## config.mk

```make
export PLATFORM = sky130hd
export DESIGN_NAME = smc_div
export DESIGN_NICKNAME = d
export VERILOG_FILES = /design/src/hdl/smc_pkg.sv /design/src/hdl/smc_div.sv
export SDC_FILE = /design/constraint.sdc
export NUM_CORES = 1
export LEC_CHECK = 0
export BUFFER_PORTS_ARGS = -buffer_cell sky130_fd_sc_hd__buf_2
export CAP_MARGIN = 20
export CORE_AREA = 2 2 117 119
export CTS_CLUSTER_SIZE = 10
export DETAILED_ROUTE_END_ITERATION = 6
export DIE_AREA = 0 0 119 121
export PLACE_DENSITY = 0.72
export SLEW_MARGIN = 20
export SYNTH_ARGS = -nofsm -noshare
export SYNTH_HDL_FRONTEND = slang
export SYNTH_SLANG_ARGS = --single-unit
export TNS_END_PERCENT = 30
```

## constraint.sdc

```tcl
create_clock -name clk_i -period 6.8 [get_ports clk_i]
set_input_delay 0.68 -clock clk_i [delete_from_list [all_inputs] [get_ports clk_i]]
set_output_delay 0.68 -clock clk_i [all_outputs]
set_load 0.05 [all_outputs]
```

## src/hdl/smc_pkg.sv

```systemverilog
// shared types, constants and helpers for the sample mean and covariance block
package smc_pkg;

  localparam int MAX_POINTS  = 256;
  localparam int MAX_DIM     = 6;
  localparam int STORE_DEPTH = MAX_POINTS * MAX_DIM;
  localparam int ADDR_W      = $clog2(STORE_DEPTH);
  localparam int CNT_W       = $clog2(STORE_DEPTH + 1);
  localparam int DIM_W       = 3;
  localparam int IDX_W       = 3;
  localparam int COORD_W     = 16;
  localparam int VAL_W       = 32;
  localparam int ACC_W       = 56;
  localparam int DEV_W       = COORD_W + 1;
  localparam int PROD_W      = 2 * DEV_W;
  localparam int DIV_CNT_W   = $clog2(ACC_W + 1);

  typedef enum logic [1:0] {
    KIND_MEAN = 2'd0,
    KIND_COV  = 2'd1,
    KIND_ERR  = 2'd2
  } kind_e;

  typedef enum logic [1:0] {
    ERR_NONE     = 2'd0,
    ERR_EMPTY    = 2'd1,
    ERR_PARTIAL  = 2'd2,
    ERR_OVERFLOW = 2'd3
  } err_e;

  typedef enum logic [3:0] {
    BK_IDLE,
    BK_NDIV,
    BK_NWAIT,
    BK_ERR,
    BK_MSUM,
    BK_MDIV,
    BK_MWAIT,
    BK_MOUT,
    BK_CLOADR,
    BK_CLOADC,
    BK_CSUM,
    BK_CDIV,
    BK_CWAIT,
    BK_COUT
  } bk_state_e;

  typedef struct packed {
    logic [CNT_W-1:0] count;
    logic [DIM_W-1:0] dim;
    logic             ovf;
  } job_t;

  typedef struct packed {
    kind_e                   kind;
    logic [IDX_W-1:0]        row;
    logic [IDX_W-1:0]        column;
    logic signed [VAL_W-1:0] value;
    err_e                    error_code;
    logic                    last;
  } result_t;

  function automatic logic signed [VAL_W-1:0] sat32(input logic signed [ACC_W-1:0] v);
    logic hi_same;
    hi_same = (v[ACC_W-1:VAL_W-1] == '0) || (v[ACC_W-1:VAL_W-1] == '1);
    if (hi_same) begin
      return v[VAL_W-1:0];
    end else if (v[ACC_W-1]) begin
      return {1'b1, {(VAL_W-1){1'b0}}};
    end else begin
      return {1'b0, {(VAL_W-1){1'b1}}};
    end
  endfunction

endpackage

```

## src/hdl/smc_div.sv

```systemverilog
// shared iterative signed divider, one quotient bit per cycle
module smc_div import smc_pkg::*; (
  input  logic                    clk_i,
  input  logic                    rst_ni,
  input  logic                    start_i,
  input  logic signed [ACC_W-1:0] dividend_i,
  input  logic [CNT_W-1:0]        divisor_i,
  output logic                    done_o,
  output logic signed [ACC_W-1:0] quotient_o,
  output logic                    rem_nz_o
);

  logic [ACC_W-1:0]     q_q;
  logic [CNT_W-1:0]     r_q, d_q;
  logic                 neg_q, busy_q, done_q;
  logic [DIV_CNT_W-1:0] cnt_q;
  logic [CNT_W:0]       trial, diff;
  logic                 ge;

  assign trial = {r_q, q_q[ACC_W-1]};
  assign diff  = trial - {1'b0, d_q};
  assign ge    = trial >= {1'b0, d_q};

  always_ff @(posedge clk_i) begin
    if (start_i) begin
      q_q   <= dividend_i[ACC_W-1] ? -dividend_i : dividend_i;
      r_q   <= '0;
      d_q   <= divisor_i;
      neg_q <= dividend_i[ACC_W-1];
    end else if (busy_q) begin
      q_q <= {q_q[ACC_W-2:0], ge};
      r_q <= ge ? diff[CNT_W-1:0] : trial[CNT_W-1:0];
    end
  end

  always_ff @(posedge clk_i or negedge rst_ni) begin
    if (!rst_ni) begin
      busy_q <= 1'b0;
      done_q <= 1'b0;
      cnt_q  <= '0;
    end else begin
      done_q <= busy_q && (cnt_q == DIV_CNT_W'(1));
      if (start_i) begin
        busy_q <= 1'b1;
        cnt_q  <= DIV_CNT_W'(ACC_W);
      end else if (busy_q) begin
        cnt_q <= cnt_q - DIV_CNT_W'(1);
        if (cnt_q == DIV_CNT_W'(1)) begin
          busy_q <= 1'b0;
        end
      end
    end
  end

  assign done_o     = done_q;
  assign quotient_o = neg_q ? -$signed(q_q) : $signed(q_q);
  assign rem_nz_o   = r_q != '0;

endmodule

```

==> out/metrics.cfg <==
[synth]
synth_edf_count = 68
ys_ff_latch = 87
synth_top_family_by_area = compound AO/OA/AOI/OAI gates
syn_nets = 795
ys_types = 59
synth_compound_gate_area_share_pct = 19.2
ys_async_sr_fraction_pct = 9.20
ys_seq_area_share_pct = 38.5
syn_area_mm2 = 0.00639
synth_mux_area_share_pct = 1.14
synthAdderAreaFrac_pct = 3.25
synthSimpleGateAreaFrac_pct = 18.2
yosys.area_share.xor_xnor_pct = 15.9
syn-instance-count = 709
avgSynthCellArea_um2 = 9.01
yosysWarnings = 0
synthFlopType = edfxtp_1

[global_routing]
grt_max_degree = 89
grt_pass1_wl_um = 26200
grt_overflow = 0
grt_usage_pct = 22.7
grt_pass1_vias = 5411
antenna_found_initial = 0

[sta]
relSlewSlack_pct = 36.1
setup_tns_ns = 0
max_freq_mhz = 237
finClkSkew_ns = 0.00886
setup_ws_ns = 2.58
slew_viol_final = 0
finalSetupViolations = 0
fin_crit_sh_pct = 62.1
timing.final.crit_period_ns = 4.22
worst_pin_slew_ns = 0.958
grt_setup_unrepaired = false
hold_violations = 0

[setup_path]
reg2reg_depth = 9
r2r-start = q_q[55]$_DFFE_PP_
crit_type = flop to output pin
critPathBufInv = 1
cp_max_fo = 5
crit_required_ns = 6.12
worst-path-stages = 7
slowest_delay_ns = 0.59
arrival_ns = 3.54
cp_slowest_cell = nor3b_1
crit_chain = or4_4 -> nor4_1 -> nor3b_1 -> nand4_1 -> o41ai_1 -> xnor2_1 -> buf_2
critPathTopFamily = simple AND/OR/NAND/NOR gates
cp-start-kind = flop
crit_path_start = q_q[4]$_DFFE_PP_
cp-end-kind = output pin

[clock_tree]
cts_made_buffers = 9
cts_max_path_buffers = 2
cts_setup_buffers = 0
htree_levels = 3
cts.hold.buffers_added = 0
cts_tree = built
clk_pin_slew_ns = 0.06
clock_sinks = 87
worstSkewPairLatency_ns = 0.35
cts_resized = 0
cts-root-buf = clkbuf_16

[layout]
drive_above_1_share_pct = 20.3
antenna_cells = 0
fill_cells = 1159
final_util_pct = 56.6
syn_to_final_growth_pct = 16.0
finalNetCount = 902

[hold_path]
hold_path.class = primary input to async pin

[die]
num_rows = 42
dieArea_mm2 = 0.0144
initial_core_util_pct = 48.8
ioPinCount = 128
die_w_um = 119
core_area_mm2 = 0.0131
die_y_um = 121

[pwr]
power_density_mw_per_mm2 = 236
total_power_mw = 1.75
power.leakage_nw = 2.86
vdd_drop_max_mv = 0.107

[drt]
avgRoutedWirePerCell_um = 16.6
drt-initial-drc-count = 516
wl_met3_um = 926
ant_nets = 0
drc = 0
drt-total-wl_um = 16500
met1Wirelength_um = 7430
firstDrtPassIters = 5
dr_total_vias = 5820
highest_layer = met4
via_per_inst = 5.84
dr_wl_met2_um = 7660

[placed_design]
place_ws_ns = 2.96
hpwl_um = 12100
port_buffers = 127
routabilityCongestion = 0.903

[run]
drv_cap = 0

[status]
status = complete, no violations

[report_power, final]
part / switching (mW) / internal, mW
Sequential: 0.0694 / 0.638
Clock: 0.210 / 0.245
Combinational: 0.415 / 0.173
Total: 0.694 / 1.06
[layout by cell type, fill, tap and decap left out, types with 10 or more instances in the layout]
cell type	n
a21oi_1	62
buf_2	126
dfxtp_1	11
edfxtp_1	68
ha_1	15
inv_1	25
nand2_1	38
nand2b_1	10
nor2_1	84
nor3_1	11
nor4_1	15
o21ai_0	45
o31ai_1	34
o41ai_1	20
or3_1	21
xnor2_1	63
xor2_1	53
[cell type report]
type | count | area, um2 | share of cell area, %
clock buffers | 11 | 233 | 3.14
clock inverters | 5 | 25.0 | 0.338
inverters | 26 | 97.6 | 1.32
multi-input cells | 559 | 3690 | 49.8
flip-flops and latches | 87 | 2460 | 33.2
well taps | 176 | 220 | 2.97
repair buffers | 133 | 683 | 9.22
[state kept, by name (all words and copies together) (netlist names)]
register,count
busy_q,1
cnt_q,6
d_q,11
done_o,1
neg_q,1
q_q,56
r_q,11
[per-stage QoR]
stage,hold slack [ns],std cells,area (um2)
after global placement,0.509,981,7150
after CTS,0.163,997,7410
final,0.166,997,7410
after floorplan,0.384,709,6390
after detailed placement,0.506,981,7150
after global routing,0.171,997,7410
[cell usage after synthesis (4+ instances only)]
cell type  count  area share (%)
nand2_1       39             2.3
o31ai_1       34             4.0
and3_1         4            0.39
dfrtp_1        8             3.1
nand3_1        7            0.55
edfxtp_1      68              32
or2_2          7            0.69
or4_1          8            0.94
o41ai_1       20             2.7
clkbuf_1      33             1.9
nand4_1        5            0.49
a21oi_1       62             4.9
nor3_1        11            0.86
nor2_1        84             4.9
nand2b_1      10            0.98
nor4_1        15             1.5
xnor2_1       63             8.6
a211oi_1       6            0.71
or3_1         21             2.1
ha_1          15             2.9
o21ai_0       45             3.5
mux2i_1        5            0.78
inv_1         25             1.5
xor2_1        53             7.3
dfxtp_1       11             3.4
[cells by family (layout without fill, tap and decap cells)]
| kind of cell | Yosys count | count (layout) |
|---|---|---|
| DFF | 87 | 87 |
| buffers and inverters | 63 | 175 |
| AOI/OAI and AO/OA | 190 | 190 |
| adders and majority gates | 16 | 16 |
| muxes | 7 | 7 |
| and+or+nand+nor | 230 | 230 |
| xor gates and xnor gates | 116 | 116 |
[metal layers]
metal  vias up  track usage [%]
li1       2824                -
met1      2738             30.8
met2       218             36.0
met3        40             3.20
met4         0             10.6
met5         -                0
[path summary, 6_finish.rpt]
path	to	slack, ns
hold reg to reg	cnt_q[5]$_DFFE_PN0P_	0.52
max in group asynchronous	busy_q$_DFF_PN0_	6.46
setup / recovery	quotient_o[54]	2.58
hold / removal	done_o$_DFF_PN0_	0.17
setup reg to reg	r_q[6]$_SDFFE_PP0P_	3.83
min in group clk_i	d_q[5]$_DFFE_PP_	0.51
[worst reg2reg max path: stages (launching register included)]
cell and delay, ns:
edfxtp_1 0.41, inv_1 0.10, ha_1 0.23, fa_1 0.40, nand2b_1 0.19, a21oi_1 0.23
o21ai_0 0.16, a22o_1 0.42, or3b_2 0.55, a211oi_1 0.19
(Power assumes the default switching activity.)
