**src/hdl/smc_pkg.sv**
```systemverilog
// shared types, constants and helpers for the sample mean and covariance block
package smc_pkg;

  localparam int MAX_POINTS  = 256;
  localparam int MAX_DIM     = 6;
  localparam int STORE_DEPTH = MAX_POINTS * MAX_DIM;
  localparam int ADDR_W      = $clog2(STORE_DEPTH);
  localparam int CNT_W       = $clog2(STORE_DEPTH + 1);
  localparam int DIM_W       = 3;
  localparam int IDX_W       = 3;
  localparam int COORD_W     = 16;
  localparam int VAL_W       = 32;
  localparam int ACC_W       = 56;
  localparam int DEV_W       = COORD_W + 1;
  localparam int PROD_W      = 2 * DEV_W;
  localparam int DIV_CNT_W   = $clog2(ACC_W + 1);

  typedef enum logic [1:0] {
    KIND_MEAN = 2'd0,
    KIND_COV  = 2'd1,
    KIND_ERR  = 2'd2
  } kind_e;

  typedef enum logic [1:0] {
    ERR_NONE     = 2'd0,
    ERR_EMPTY    = 2'd1,
    ERR_PARTIAL  = 2'd2,
    ERR_OVERFLOW = 2'd3
  } err_e;

  typedef enum logic [3:0] {
    BK_IDLE,
    BK_NDIV,
    BK_NWAIT,
    BK_ERR,
    BK_MSUM,
    BK_MDIV,
    BK_MWAIT,
    BK_MOUT,
    BK_CLOADR,
    BK_CLOADC,
    BK_CSUM,
    BK_CDIV,
    BK_CWAIT,
    BK_COUT
  } bk_state_e;

  typedef struct packed {
    logic [CNT_W-1:0] count;
    logic [DIM_W-1:0] dim;
    logic             ovf;
  } job_t;

  typedef struct packed {
    kind_e                   kind;
    logic [IDX_W-1:0]        row;
    logic [IDX_W-1:0]        column;
    logic signed [VAL_W-1:0] value;
    err_e                    error_code;
    logic                    last;
  } result_t;

  function automatic logic signed [VAL_W-1:0] sat32(input logic signed [ACC_W-1:0] v);
    logic hi_same;
    hi_same = (v[ACC_W-1:VAL_W-1] == '0) || (v[ACC_W-1:VAL_W-1] == '1);
    if (hi_same) begin
      return v[VAL_W-1:0];
    end else if (v[ACC_W-1]) begin
      return {1'b1, {(VAL_W-1){1'b0}}};
    end else begin
      return {1'b0, {(VAL_W-1){1'b1}}};
    end
  endfunction

endpackage

```
**src/hdl/smc_front.sv**
```systemverilog
// front end: takes coordinates, fills the point store, hands off one job per set
module smc_front import smc_pkg::*; (
  input  logic               clk_i,
  input  logic               rst_ni,
  input  logic               push_i,
  input  logic [COORD_W-1:0] coordinate_i,
  input  logic               end_of_set_i,
  input  logic               dim_we_i,
  input  logic [DIM_W-1:0]   dim_i,
  input  logic               set_done_i,
  output logic               full_o,
  output logic               jq_push_o,
  output job_t               jq_job_o,
  output logic               we_o,
  output logic [ADDR_W-1:0]  waddr_o,
  output logic [COORD_W-1:0] wdata_o
);

  logic [DIM_W-1:0] dim_q;
  logic [CNT_W-1:0] count_q, count_d;
  logic             ovf_q, ovf_d;
  logic             busy_q, busy_d;
  logic             accept, room;
  logic [DIM_W-1:0] dim_c;

  assign accept = push_i && !busy_q;
  assign room   = count_q < CNT_W'(STORE_DEPTH);
  assign full_o = busy_q;

  always_comb begin
    if (dim_q == '0) begin
      dim_c = DIM_W'(1);
    end else if (dim_q > DIM_W'(MAX_DIM)) begin
      dim_c = DIM_W'(MAX_DIM);
    end else begin
      dim_c = dim_q;
    end
  end

  assign we_o    = accept && room;
  assign waddr_o = count_q[ADDR_W-1:0];
  assign wdata_o = coordinate_i;

  always_comb begin
    count_d = count_q;
    ovf_d   = ovf_q;
    busy_d  = busy_q;
    if (set_done_i) begin
      busy_d = 1'b0;
    end
    if (accept) begin
      if (room) begin
        count_d = count_q + CNT_W'(1);
      end else begin
        ovf_d = 1'b1;
      end
    end
    jq_job_o.count = count_d;
    jq_job_o.dim   = dim_c;
    jq_job_o.ovf   = ovf_d;
    jq_push_o      = accept && end_of_set_i;
    if (jq_push_o) begin
      count_d = '0;
      ovf_d   = 1'b0;
      busy_d  = 1'b1;
    end
  end

  always_ff @(posedge clk_i or negedge rst_ni) begin
    if (!rst_ni) begin
      dim_q   <= DIM_W'(2);
      count_q <= '0;
      ovf_q   <= 1'b0;
      busy_q  <= 1'b0;
    end else begin
      if (dim_we_i) begin
        dim_q <= dim_i;
      end
      count_q <= count_d;
      ovf_q   <= ovf_d;
      busy_q  <= busy_d;
    end
  end

endmodule

```
**config.mk**
```make
export PLATFORM = sky130hd
export DESIGN_NAME = smc_front
export DESIGN_NICKNAME = d
export VERILOG_FILES = /design/src/hdl/smc_pkg.sv /design/src/hdl/smc_front.sv
export SDC_FILE = /design/constraint.sdc
export NUM_CORES = 1
export LEC_CHECK = 0
export BUFFER_PORTS_ARGS = -buffer_cell sky130_fd_sc_hd__buf_2
export CORE_MARGIN = 3
export CORE_UTILIZATION = 40
export CTS_BUF_LIST = sky130_fd_sc_hd__clkbuf_2 sky130_fd_sc_hd__clkbuf_4 sky130_fd_sc_hd__clkbuf_8
export CTS_CLUSTER_DIAMETER = 200
export DETAILED_ROUTE_END_ITERATION = 8
export GPL_TIMING_DRIVEN = 0
export HOLD_SLACK_MARGIN = 0.02
export PLACE_DENSITY = 0.78
export SLEW_MARGIN = 20
export SYNTH_ARGS = -nofsm -noshare
export SYNTH_HDL_FRONTEND = slang
export SYNTH_SLANG_ARGS = --single-unit
```
**constraint.sdc**
```tcl
create_clock -name clk_i -period 3.3 [get_ports clk_i]
set_clock_uncertainty 0.15 [all_clocks]
set_input_delay 0.99 -clock clk_i [delete_from_list [all_inputs] [get_ports clk_i]]
set_output_delay 0.99 -clock clk_i [all_outputs]
set_load 0.05 [all_outputs]
```
==> results.json <==
{
  "worstHoldPathType": "reg -> reg",
  "synth_seq_area_share_pct": 39.4,
  "wl_per_cell_um": 13.2,
  "max_slew_margin_pct": 75.5,
  "dr_total_vias": 907,
  "required_ns": 2.16,
  "grt_busiest_layer": "met2",
  "clk_path_buf_depth": 2,
  "grt_max_degree": 17,
  "drt_wl_total_um": 2420,
  "final_common_cell": "buf_2",
  "finalHoldViolCount": 0,
  "synth_top_area_share_pct": 36.8,
  "core_um2": 2320,
  "first_iter_violations": 10,
  "final_cell_mix": "buf_2, buf_4, dfrtp_1, xor2_1",
  "powerDensity_nw_per_um2": 550,
  "critPathMaxFanout": 10,
  "viasPerCell": 4.93,
  "max_slew.worst_pin.slew_ns": 0.368,
  "finalCriticalPeriod_ns": 3.24,
  "post-route-cell-area_um2": 1380,
  "rows": 17,
  "ys_warn_count": 0,
  "dr.pass1.iters": 3,
  "cts_sinks": 16,
  "synth_seq_cells": 16,
  "clock_latency_ns": 0.28,
  "setup_viol": 0,
  "die_w_um": 56.5,
  "fmax_ghz": 0.308,
  "yosysTopAreaCell": "dfrtp_1",
  "synth_edf_count": 0,
  "drive_gt1_share_pct": 57.7,
  "synth_cells": 99,
  "r2r-end": "waddr_o[8]",
  "cts_tree": "done",
  "p_leak_nw": 0.809,
  "diodes": 0,
  "tns_ns": 0,
  "ctsHtreeMaxLevel": 1,
  "setup_ws_ns": 0.0562,
  "crit_type": "in -> out",
  "die_y_um": 56.5,
  "worst-r2r-setup-slack_ns": 1.59,
  "num-fill-cells": 203,
  "dpl_cell_area_um2": 1340,
  "clk_pin_slew_worst_paths_ns": 0.09,
  "grtUsageTotal_pct": 15.3,
  "post-place-ws_ns": -0.0438,
  "initial_core_util_pct": 44.0,
  "portBuffers": 53,
  "finalCritPeriodShare_pct": 98.3,
  "peakVddDrop_mv": 0.504,
  "cp.arrival_ns": 2.10,
  "syn_nets": 125,
  "synth.area.top_cells": "dfrtp_1, buf_4, xor2_1",
  "total_power_mw": 0.759,
  "drv_slew": 0,
  "grtUsageMet2_pct": 26.2,
  "cp-end-kind": "primary output",
  "cts-root-buf": "clkbuf_4",
  "startpoint": "push_i",
  "whs_ns": 0.372,
  "r2r_cells": 5,
  "grt-ovfl-total": 0,
  "reg2reg_from": "waddr_o[0]",
  "cap_viol_max_count": 0,
  "place_congestion": 0.851,
  "hpwl_um": 1950,
  "async_flop_share_pct": 100,
  "final_cells": 184,
  "utilization_pct": 59.6,
  "grt_pass1_wl_um": 3910,
  "synth_cell_types": 36,
  "ys.flop_type": "dfrtp_1",
  "netlist_area_um2": 1020,
  "status": "completed",
  "drc": 0,
  "fp.dieArea_um2": 3190,
  "use_met1_pct": 18.1,
  "area_growth_pct": 35.5,
  "syn_area_per_cell_um2": 10.3,
  "cp-endpoint": "jq_job_o[13]",
  "grt.met3_usage_pct": 3.91,
  "ios": 70,
  "cp-start-kind": "primary input",
  "antenna_found_initial": 0,
  "dp.cells": 180,
  "grt_pass1_vias": 896,
  "final_antenna_net_count": 0,
  "nets": 183,
  "cts_inserted_buffers": 3
}
[where the power goes]
part / switching (mW) / internal [mW] / total [mW] / leakage [nW]
sequential: 0.0331 / 0.220 / 0.253 / 0.211
clock: 0.0630 / 0.0550 / 0.118 / 0.0184
combinational: 0.289 / 0.0988 / 0.388 / 0.580
[worst max-delay path, cell delays in order]
cell and delay (ns):
buf_2 0.12, and2b_1 0.21, clkbuf_4 0.24, a31oi_1 0.13, a41oi_2 0.22, buf_6 0.19
[cells in the mapped netlist, types with 2 or more instances]
master	count
nor3_2	2
a21boi_0	3
buf_4	16
mux2_2	3
nor2_1	4
and2_1	2
inv_1	3
clkbuf_1	2
xor2_1	7
a21o_1	2
buf_2	2
o21ai_0	2
dfrtp_1	15
nand3_1	2
nand4_1	2
a21boi_1	5
nor2b_1	4
nand2_1	5
[flip-flops by register name (all words and copies together) (netlist names)]
signal / count
ovf_q: 1
waddr_o: 11
dim_q: 3
full_o: 1
[kinds of logic (layout without fill, tap and decap cells)]
family / after synthesis / after routing / share of synthesized area, %
mux: 3 / 3 / 3.31
flops: 16 / 16 / 39.4
compound gates: 16 / 16 / 11.5
fa+ha+maj: 2 / 2 / 2.21
simple gates: 30 / 30 / 21.0
buf+inv: 24 / 81 / 15.7
xor+xnor: 8 / 8 / 6.87
[routing by layer]
metal | wire length (um) | part of all wire (%) | vias up
met1 | 993 | 41 | 410
met3 | 264 | 11 | 4
met5 | 0 | 0 | -
met4 | 36 | 1.5 | 0
li1 | - | - | 437
met2 | 1130 | 47 | 56
[what timing repair did]
| action | in CTS | in global routing |
|---|---|---|
| setup endpoints to repair | 1 | 1 |
| resized for setup | 1 | 2 |
| hold buffers | 0 | 0 |
| gates cloned | 0 | 0 |
| buffers inserted | 0 | 0 |
[worst min path at each step]
stage	startpoint	end	slack, ns	cells after the start
6_report	dim_q[1]	dim_q[1]	0.37	2
5_1_grt	dim_q[1]	dim_q[1]	0.40	2
4_1_cts	dim_q[1]	dim_q[1]	0.39	2
3_5_place_dp	dim_q[0]	dim_q[0]	0.38	1
3_3_place_gp	dim_q[1]	dim_q[1]	0.34	2
2_1_floorplan	dim_q[1]	dim_q[1]	0.33	2
[layout make-up]
| class | count | area (um^2) | share of cell area (%) |
|---|---|---|---|
| multi-input cells | 59 | 480 | 34.8 |
| flip-flops and latches | 16 | 402 | 29.1 |
| repair buffers | 53 | 272 | 19.7 |
| plain buffers | 21 | 151 | 11.0 |
| well taps | 28 | 35.0 | 2.54 |
| clock buffers | 4 | 30.0 | 2.17 |
| inverters | 3 | 11.3 | 0.815 |
(Power assumes the default switching activity.)
