## config.mk

```make
export PLATFORM = sky130hd
export DESIGN_NAME = smc_back
export DESIGN_NICKNAME = d
export VERILOG_FILES = /design/src/hdl/smc_pkg.sv /design/src/hdl/smc_back.sv
export SDC_FILE = /design/constraint.sdc
export NUM_CORES = 1
export LEC_CHECK = 0
export ABC_AREA = 1
export BUFFER_PORTS_ARGS = -buffer_cell sky130_fd_sc_hd__buf_2
export CAP_MARGIN = 20
export CORE_MARGIN = 1.5
export CORE_UTILIZATION = 60
export CTS_BUF_LIST = sky130_fd_sc_hd__clkbuf_4 sky130_fd_sc_hd__clkbuf_8
export CTS_CLUSTER_DIAMETER = 80
export DETAILED_ROUTE_END_ITERATION = 8
export PLACE_DENSITY = 0.79
export SETUP_SLACK_MARGIN = 0.4
export SLEW_MARGIN = 20
export SYNTH_ARGS = -nofsm -noshare
export SYNTH_HDL_FRONTEND = slang
export SYNTH_SLANG_ARGS = --single-unit
```

## constraint.sdc

```tcl
create_clock -name clk_i -period 8.75 [get_ports clk_i]
set_clock_uncertainty 0.2 [all_clocks]
set_input_delay 0.875 -clock clk_i [delete_from_list [all_inputs] [get_ports clk_i]]
set_output_delay 0.875 -clock clk_i [all_outputs]
set_load 0.03 [all_outputs]
```

## src/hdl/smc_pkg.sv

```systemverilog
// shared types, constants and helpers for the sample mean and covariance block
package smc_pkg;

  localparam int MAX_POINTS  = 256;
  localparam int MAX_DIM     = 6;
  localparam int STORE_DEPTH = MAX_POINTS * MAX_DIM;
  localparam int ADDR_W      = $clog2(STORE_DEPTH);
  localparam int CNT_W       = $clog2(STORE_DEPTH + 1);
  localparam int DIM_W       = 3;
  localparam int IDX_W       = 3;
  localparam int COORD_W     = 16;
  localparam int VAL_W       = 32;
  localparam int ACC_W       = 56;
  localparam int DEV_W       = COORD_W + 1;
  localparam int PROD_W      = 2 * DEV_W;
  localparam int DIV_CNT_W   = $clog2(ACC_W + 1);

  typedef enum logic [1:0] {
    KIND_MEAN = 2'd0,
    KIND_COV  = 2'd1,
    KIND_ERR  = 2'd2
  } kind_e;

  typedef enum logic [1:0] {
    ERR_NONE     = 2'd0,
    ERR_EMPTY    = 2'd1,
    ERR_PARTIAL  = 2'd2,
    ERR_OVERFLOW = 2'd3
  } err_e;

  typedef enum logic [3:0] {
    BK_IDLE,
    BK_NDIV,
    BK_NWAIT,
    BK_ERR,
    BK_MSUM,
    BK_MDIV,
    BK_MWAIT,
    BK_MOUT,
    BK_CLOADR,
    BK_CLOADC,
    BK_CSUM,
    BK_CDIV,
    BK_CWAIT,
    BK_COUT
  } bk_state_e;

  typedef struct packed {
    logic [CNT_W-1:0] count;
    logic [DIM_W-1:0] dim;
    logic             ovf;
  } job_t;

  typedef struct packed {
    kind_e                   kind;
    logic [IDX_W-1:0]        row;
    logic [IDX_W-1:0]        column;
    logic signed [VAL_W-1:0] value;
    err_e                    error_code;
    logic                    last;
  } result_t;

  function automatic logic signed [VAL_W-1:0] sat32(input logic signed [ACC_W-1:0] v);
    logic hi_same;
    hi_same = (v[ACC_W-1:VAL_W-1] == '0) || (v[ACC_W-1:VAL_W-1] == '1);
    if (hi_same) begin
      return v[VAL_W-1:0];
    end else if (v[ACC_W-1]) begin
      return {1'b1, {(VAL_W-1){1'b0}}};
    end else begin
      return {1'b0, {(VAL_W-1){1'b1}}};
    end
  endfunction

endpackage

```

## src/hdl/smc_back.sv

```systemverilog
// back end: sums over the stored set, divides, emits mean then covariance, or a single error beat
module smc_back import smc_pkg::*; (
  input  logic                    clk_i,
  input  logic                    rst_ni,
  input  logic                    jq_empty_i,
  input  job_t                    jq_job_i,
  output logic                    jq_pop_o,
  output logic [ADDR_W-1:0]       raddr_a_o,
  output logic [ADDR_W-1:0]       raddr_b_o,
  input  logic [COORD_W-1:0]      rdata_a_i,
  input  logic [COORD_W-1:0]      rdata_b_i,
  output logic                    div_start_o,
  output logic signed [ACC_W-1:0] div_dividend_o,
  output logic [CNT_W-1:0]        div_divisor_o,
  input  logic                    div_done_i,
  input  logic signed [ACC_W-1:0] div_quot_i,
  input  logic                    div_rem_nz_i,
  output logic                    set_done_o,
  input  logic                    pop_i,
  output logic                    empty_o,
  output result_t                 res_o
);

  bk_state_e state_q, state_d;
  job_t      job_q;
  logic [CNT_W-1:0] n_q, p_q, nq;
  logic [IDX_W-1:0] row_q, col_q, last_idx;
  logic [ADDR_W-1:0] addr_a_q, addr_b_q;
  logic signed [ACC_W-1:0]  acc_q;
  logic signed [PROD_W-1:0] prod_q;
  logic signed [DEV_W-1:0]  dev_a, dev_b;
  logic [COORD_W-1:0] mean_q [MAX_DIM];
  logic [COORD_W-1:0] mr_q, mc_q, mean_sel;
  logic signed [VAL_W-1:0] val_q;
  logic    v1_q, v2_q, out_vld_q;
  result_t out_q, res_c;
  logic    res_ready, emit, issue, more, cov_last;
  err_e    err_c;
  // error code is latched when the count division finishes
  err_e    err_q;

  assign nq        = div_quot_i[CNT_W-1:0];
  assign last_idx  = IDX_W'(job_q.dim - DIM_W'(1));
  assign more      = p_q < n_q;
  assign res_ready = !out_vld_q || pop_i;
  assign cov_last  = (row_q == last_idx) && (col_q == last_idx);
  assign mean_sel  = mean_q[(state_q == BK_CLOADR) ? row_q : col_q];
  assign dev_a     = $signed({rdata_a_i[COORD_W-1], rdata_a_i}) - $signed({mr_q[COORD_W-1], mr_q});
  assign dev_b     = $signed({rdata_b_i[COORD_W-1], rdata_b_i}) - $signed({mc_q[COORD_W-1], mc_q});
  assign raddr_a_o = addr_a_q;
  assign raddr_b_o = addr_b_q;

  always_comb begin
    if (job_q.ovf) begin
      err_c = ERR_OVERFLOW;
    end else if (div_rem_nz_i) begin
      err_c = ERR_PARTIAL;
    end else if (nq == '0) begin
      err_c = ERR_EMPTY;
    end else begin
      err_c = ERR_NONE;
    end
  end

  // next state
  always_comb begin
    state_d = state_q;
    case (state_q)
      BK_IDLE:   if (!jq_empty_i) state_d = BK_NDIV;
      BK_NDIV:   state_d = BK_NWAIT;
      BK_NWAIT:  if (div_done_i) state_d = (err_c != ERR_NONE) ? BK_ERR : BK_MSUM;
      BK_ERR:    if (res_ready) state_d = BK_IDLE;
      BK_MSUM:   if (!more && !v1_q) state_d = BK_MDIV;
      BK_MDIV:   state_d = BK_MWAIT;
      BK_MWAIT:  if (div_done_i) state_d = BK_MOUT;
      BK_MOUT:   if (res_ready) state_d = (row_q == last_idx) ? BK_CLOADR : BK_MSUM;
      BK_CLOADR: state_d = BK_CLOADC;
      BK_CLOADC: state_d = BK_CSUM;
      BK_CSUM:   if (!more && !v1_q && !v2_q) state_d = BK_CDIV;
      BK_CDIV:   state_d = BK_CWAIT;
      BK_CWAIT:  if (div_done_i) state_d = BK_COUT;
      BK_COUT:   if (res_ready) state_d = cov_last ? BK_IDLE : BK_CLOADR;
      default:   state_d = BK_IDLE;
    endcase
  end

  // outputs
  always_comb begin
    jq_pop_o       = (state_q == BK_IDLE) && !jq_empty_i;
    div_start_o    = 1'b0;
    div_dividend_o = acc_q;
    div_divisor_o  = n_q;
    issue          = 1'b0;
    emit           = 1'b0;
    res_c          = '{kind: KIND_ERR, row: '0, column: '0, value: '0,
                       error_code: ERR_NONE, last: 1'b0};
    case (state_q)
      BK_NDIV: begin
        div_start_o    = 1'b1;
        div_dividend_o = ACC_W'(job_q.count);
        div_divisor_o  = CNT_W'(job_q.dim);
      end
      BK_MDIV, BK_CDIV: div_start_o = 1'b1;
      BK_MSUM, BK_CSUM: issue = more;
      BK_ERR: begin
        emit             = res_ready;
        res_c.error_code = err_q;
        res_c.last       = 1'b1;
      end
      BK_MOUT: begin
        emit       = res_ready;
        res_c.kind = KIND_MEAN;
        res_c.row  = row_q;
        res_c.value = val_q;
      end
      BK_COUT: begin
        emit         = res_ready;
        res_c.kind   = KIND_COV;
        res_c.row    = row_q;
        res_c.column = col_q;
        res_c.value  = val_q;
        res_c.last   = cov_last;
      end
      default: ;
    endcase
    set_done_o = emit && res_c.last;
  end

  always_ff @(posedge clk_i or negedge rst_ni) begin
    if (!rst_ni) begin
      state_q   <= BK_IDLE;
      out_vld_q <= 1'b0;
      v1_q      <= 1'b0;
      v2_q      <= 1'b0;
    end else begin
      state_q <= state_d;
      v1_q    <= issue;
      v2_q    <= (state_q == BK_CSUM) && v1_q;
      if (emit) begin
        out_vld_q <= 1'b1;
      end else if (pop_i) begin
        out_vld_q <= 1'b0;
      end
    end
  end

  always_ff @(posedge clk_i) begin
    if (jq_pop_o) begin
      job_q <= jq_job_i;
    end
    if (emit) begin
      out_q <= res_c;
    end
    case (state_q)
      BK_NWAIT: begin
        if (div_done_i) begin
          n_q      <= nq;
          err_q    <= err_c;
          row_q    <= '0;
          col_q    <= '0;
          p_q      <= '0;
          acc_q    <= '0;
          addr_a_q <= '0;
        end
      end
      BK_MSUM: begin
        if (issue) begin
          p_q      <= p_q + CNT_W'(1);
          addr_a_q <= addr_a_q + ADDR_W'(job_q.dim);
        end
        if (v1_q) begin
          acc_q <= acc_q + ACC_W'($signed(rdata_a_i));
        end
      end
      BK_MWAIT: begin
        if (div_done_i) begin
          mean_q[row_q] <= div_quot_i[COORD_W-1:0];
          val_q <= VAL_W'($signed(div_quot_i[COORD_W-1:0]));
        end
      end
      BK_MOUT: begin
        if (emit) begin
          if (row_q == last_idx) begin
            row_q <= '0;
            col_q <= '0;
          end else begin
            row_q    <= row_q + IDX_W'(1);
            p_q      <= '0;
            acc_q    <= '0;
            addr_a_q <= ADDR_W'(row_q) + ADDR_W'(1);
          end
        end
      end
      BK_CLOADR: mr_q <= mean_sel;
      BK_CLOADC: begin
        mc_q     <= mean_sel;
        p_q      <= '0;
        acc_q    <= '0;
        addr_a_q <= ADDR_W'(row_q);
        addr_b_q <= ADDR_W'(col_q);
      end
      BK_CSUM: begin
        if (issue) begin
          p_q      <= p_q + CNT_W'(1);
          addr_a_q <= addr_a_q + ADDR_W'(job_q.dim);
          addr_b_q <= addr_b_q + ADDR_W'(job_q.dim);
        end
        if (v1_q) begin
          prod_q <= dev_a * dev_b;
        end
        if (v2_q) begin
          acc_q <= acc_q + ACC_W'(prod_q);
        end
      end
      BK_CWAIT: begin
        if (div_done_i) begin
          val_q <= sat32(div_quot_i);
        end
      end
      BK_COUT: begin
        if (emit) begin
          if (col_q == last_idx) begin
            col_q <= '0;
            row_q <= row_q + IDX_W'(1);
          end else begin
            col_q <= col_q + IDX_W'(1);
          end
        end
      end
      default: ;
    endcase
  end

  assign empty_o = !out_vld_q;
  assign res_o   = out_q;

  // summing passes only run over a non-empty set
  a_sum_nonempty: assert property (@(posedge clk_i) disable iff (!rst_ni)
    (state_q == BK_MSUM || state_q == BK_CSUM) |-> n_q != '0)
    else $error("summing pass over an empty set");

  // point counter never passes the point count
  a_point_bound: assert property (@(posedge clk_i) disable iff (!rst_ni)
    (state_q == BK_MSUM || state_q == BK_CSUM) |-> p_q <= n_q)
    else $error("point counter beyond point count");

  // a result is only produced into a free output slot
  a_no_overwrite: assert property (@(posedge clk_i) disable iff (!rst_ni)
    emit |-> (!out_vld_q || pop_i))
    else $error("result register overwritten");

  // a finished set always ends on a last beat
  a_done_last: assert property (@(posedge clk_i) disable iff (!rst_ni)
    set_done_o |=> (out_vld_q && out_q.last))
    else $error("set finished without last beat");

endmodule

```

==> impl_metrics.toml <==
[global_routing]
grt_usage = 0.350
grt_first_pass_wirelength_um = 152000
first_global_vias = 27800
overflow = 0
antenna_found_initial = 7
grt_max_degree = 70

[detailed_routing]
vias_per_cell = 5.41
vias = 28500
drt-total-wl_um = 98300
drt_pass1_iterations = 7
drt_iter0_drc = 2685
wl_per_cell_um = 18.6
ant_nets = 0
drc = 0

[die]
dieArea_mm2 = 0.0571
start_util = 0.606
coreArea_mm2 = 0.0551
die_y_um = 239
chipWidth_um = 239
io_pins = 245
placementRows = 86

[job]
drv_cap = 0

[cells_and_area]
final_nets = 5076
final_util = 0.673
drive_above_1_share = 0.104
final_cell_mix = "nand2_1, inv_1, nor2_1, edfxtp_1, fa_1"
area_growth_pct = 10.9
layout_commonest_cell = "nand2_1"
final_area_mm2 = 0.0371

[synthesis]
synth_seq_cells = 367
synthFlopType = "edfxtp_1"
syn_area_mm2 = 0.0334
synth_cell_types = 56
yosysSeqAreaShare = 0.329
synth_fp_nets = 4784
async_flop_share = 0.0191
syn_avg_cell_area_um2 = 7.99
synthCells = 4182
synth-edff-count = 360
ys_warn_count = 0

[sta]
worst_slew_pin_slew_ns = 1.10
tns_ns = 0
hold_viol = 0
rsz0062_at_grt = "false"
fmaxAchievable_ghz = 0.129
finalSetupViolCount = 0
report.final.slew_viol_count = 0
min_period_ns = 7.76
slew_headroom = 0.266
hold_ws_ns = 0.159
period_share = 0.887

[placement]
hpwlAfterDp_um = 78700
port_buffers = 244
placed_area_mm2 = 0.0357
gp_congestion = 1.04

[setup_path]
crit_fanout = 7
required_ns = 8.99
worstPathArrival_ns = 8.00
crit_top_cell = "nand2_1"
crit_path_end_kind = "flip-flop"
crit_type = "primary input to flip-flop"
cp-start-kind = "primary input"
crit_slowest_cell = "fa_1"
cpPeakStageDelay_ns = 0.63

[clock_network]
cts_buffer_depth = 3
tritoncts = "done"
cts.clk_slew.worst_paths_ns = 0.06
root_buffer = "clkbuf_8"
clock_sink_count = 367
post_cts_buffers = 0
cts_buffers = 60
clk_latency_ns = 0.69
holdBufCountCts = 1
cts_resized = 0
h-tree-depth = 2

[worst_hold_path]
hp-class = "primary input to flip-flop"

[run_status]
status = "complete, no violations"
[layer usage]
metal  vias to the layer above  share of wire  global-route usage
met4                        10          0.035               0.121
met3                       225           0.11              0.0833
li1                      13500              -                   -
met2                      1382           0.45               0.549
met5                         -        0.00073                   0
met1                     13400           0.41               0.477
[Yosys cell counts, types with 31 or more instances]
| cell | instances | area, um2 |
|---|---|---|
| nand3_1 | 165 | 826 |
| nand2_1 | 1137 | 4270 |
| o21ai_0 | 93 | 465 |
| fa_1 | 301 | 6030 |
| nor3_1 | 41 | 205 |
| a21oi_1 | 162 | 811 |
| clkbuf_1 | 31 | 116 |
| o21ai_1 | 33 | 165 |
| ha_1 | 192 | 2400 |
| buf_2 | 38 | 190 |
| xor2_1 | 34 | 298 |
| nor2_1 | 520 | 1950 |
| edfxtp_1 | 360 | 10800 |
| inv_1 | 879 | 3300 |
[through the flow]
step	cells	setup slack, ns
after detailed placement	5159	0.398
after global routing	5271	0.605
after floorplan	4182	1.17
after global placement	5159	0.444
after CTS	5271	1.11
final	5273	0.992
[cells by family (layout without fill, tap and decap cells)]
family / after synthesis / after routing / synth area share
AND/OR/NAND/NOR: 1946 / 1946 / 0.234
buffers and inverters: 976 / 1317 / 0.112
XOR/XNOR: 56 / 56 / 0.0161
multiplexers: 2 / 2 / 0.000599
other: 0 / 2 / 0
AO/OA/AOI/OAI: 342 / 342 / 0.0558
flip-flops: 367 / 367 / 0.329
adder cells (fa/ha/maj): 493 / 493 / 0.252
[final cells by class]
cell class	count	area [um2]
Fill cell	4721	18000
Inverter	898	3370
Clock inverter	28	270
Antenna cell	2	5.00
Timing Repair Buffer	308	1700
Sequential cell	367	11000
Clock buffer	83	1020
Multi-Input combinational cell	2839	18800
Tap cell	748	936
[critical path: cells and delay by family]
family,cells,cell delay [ns]
AOI/OAI and AO/OA,4,1.03
adders and majority gates,9,4.16
buffers and inverters,7,0.58
and+or+nand+nor,12,1.32
[final timing paths]
path,slack [ns],endpoint,from,cells after the start
hold reg to reg,0.35,res_o[28],val_q[25],2
setup reg to reg,1.07,prod_q[32],mr_q[0],30
setup / recovery,0.99,prod_q[32],rdata_a_i[0],32
min in group asynchronous,0.37,out_vld_q,rst_ni,2
hold / removal,0.16,job_q[1],jq_job_i[1],1
max in group asynchronous,7.77,v1_q,rst_ni,2
[state kept, by name (all words and copies together) (netlist names)]
name       cells
acc_q         56
col_q          3
err_q          2
job_q         15
mc_q          16
mean_q        96
mr_q          16
n_q           11
out_vld_q      1
p_q           11
prod_q        34
raddr_a_o     11
raddr_b_o     11
res_o         43
row_q          3
state_q        4
v1_q           1
v2_q           1
val_q         32
Power is not shown: default switching activity piles up to over one toggle a cycle in this logic, so the estimate is an artifact.
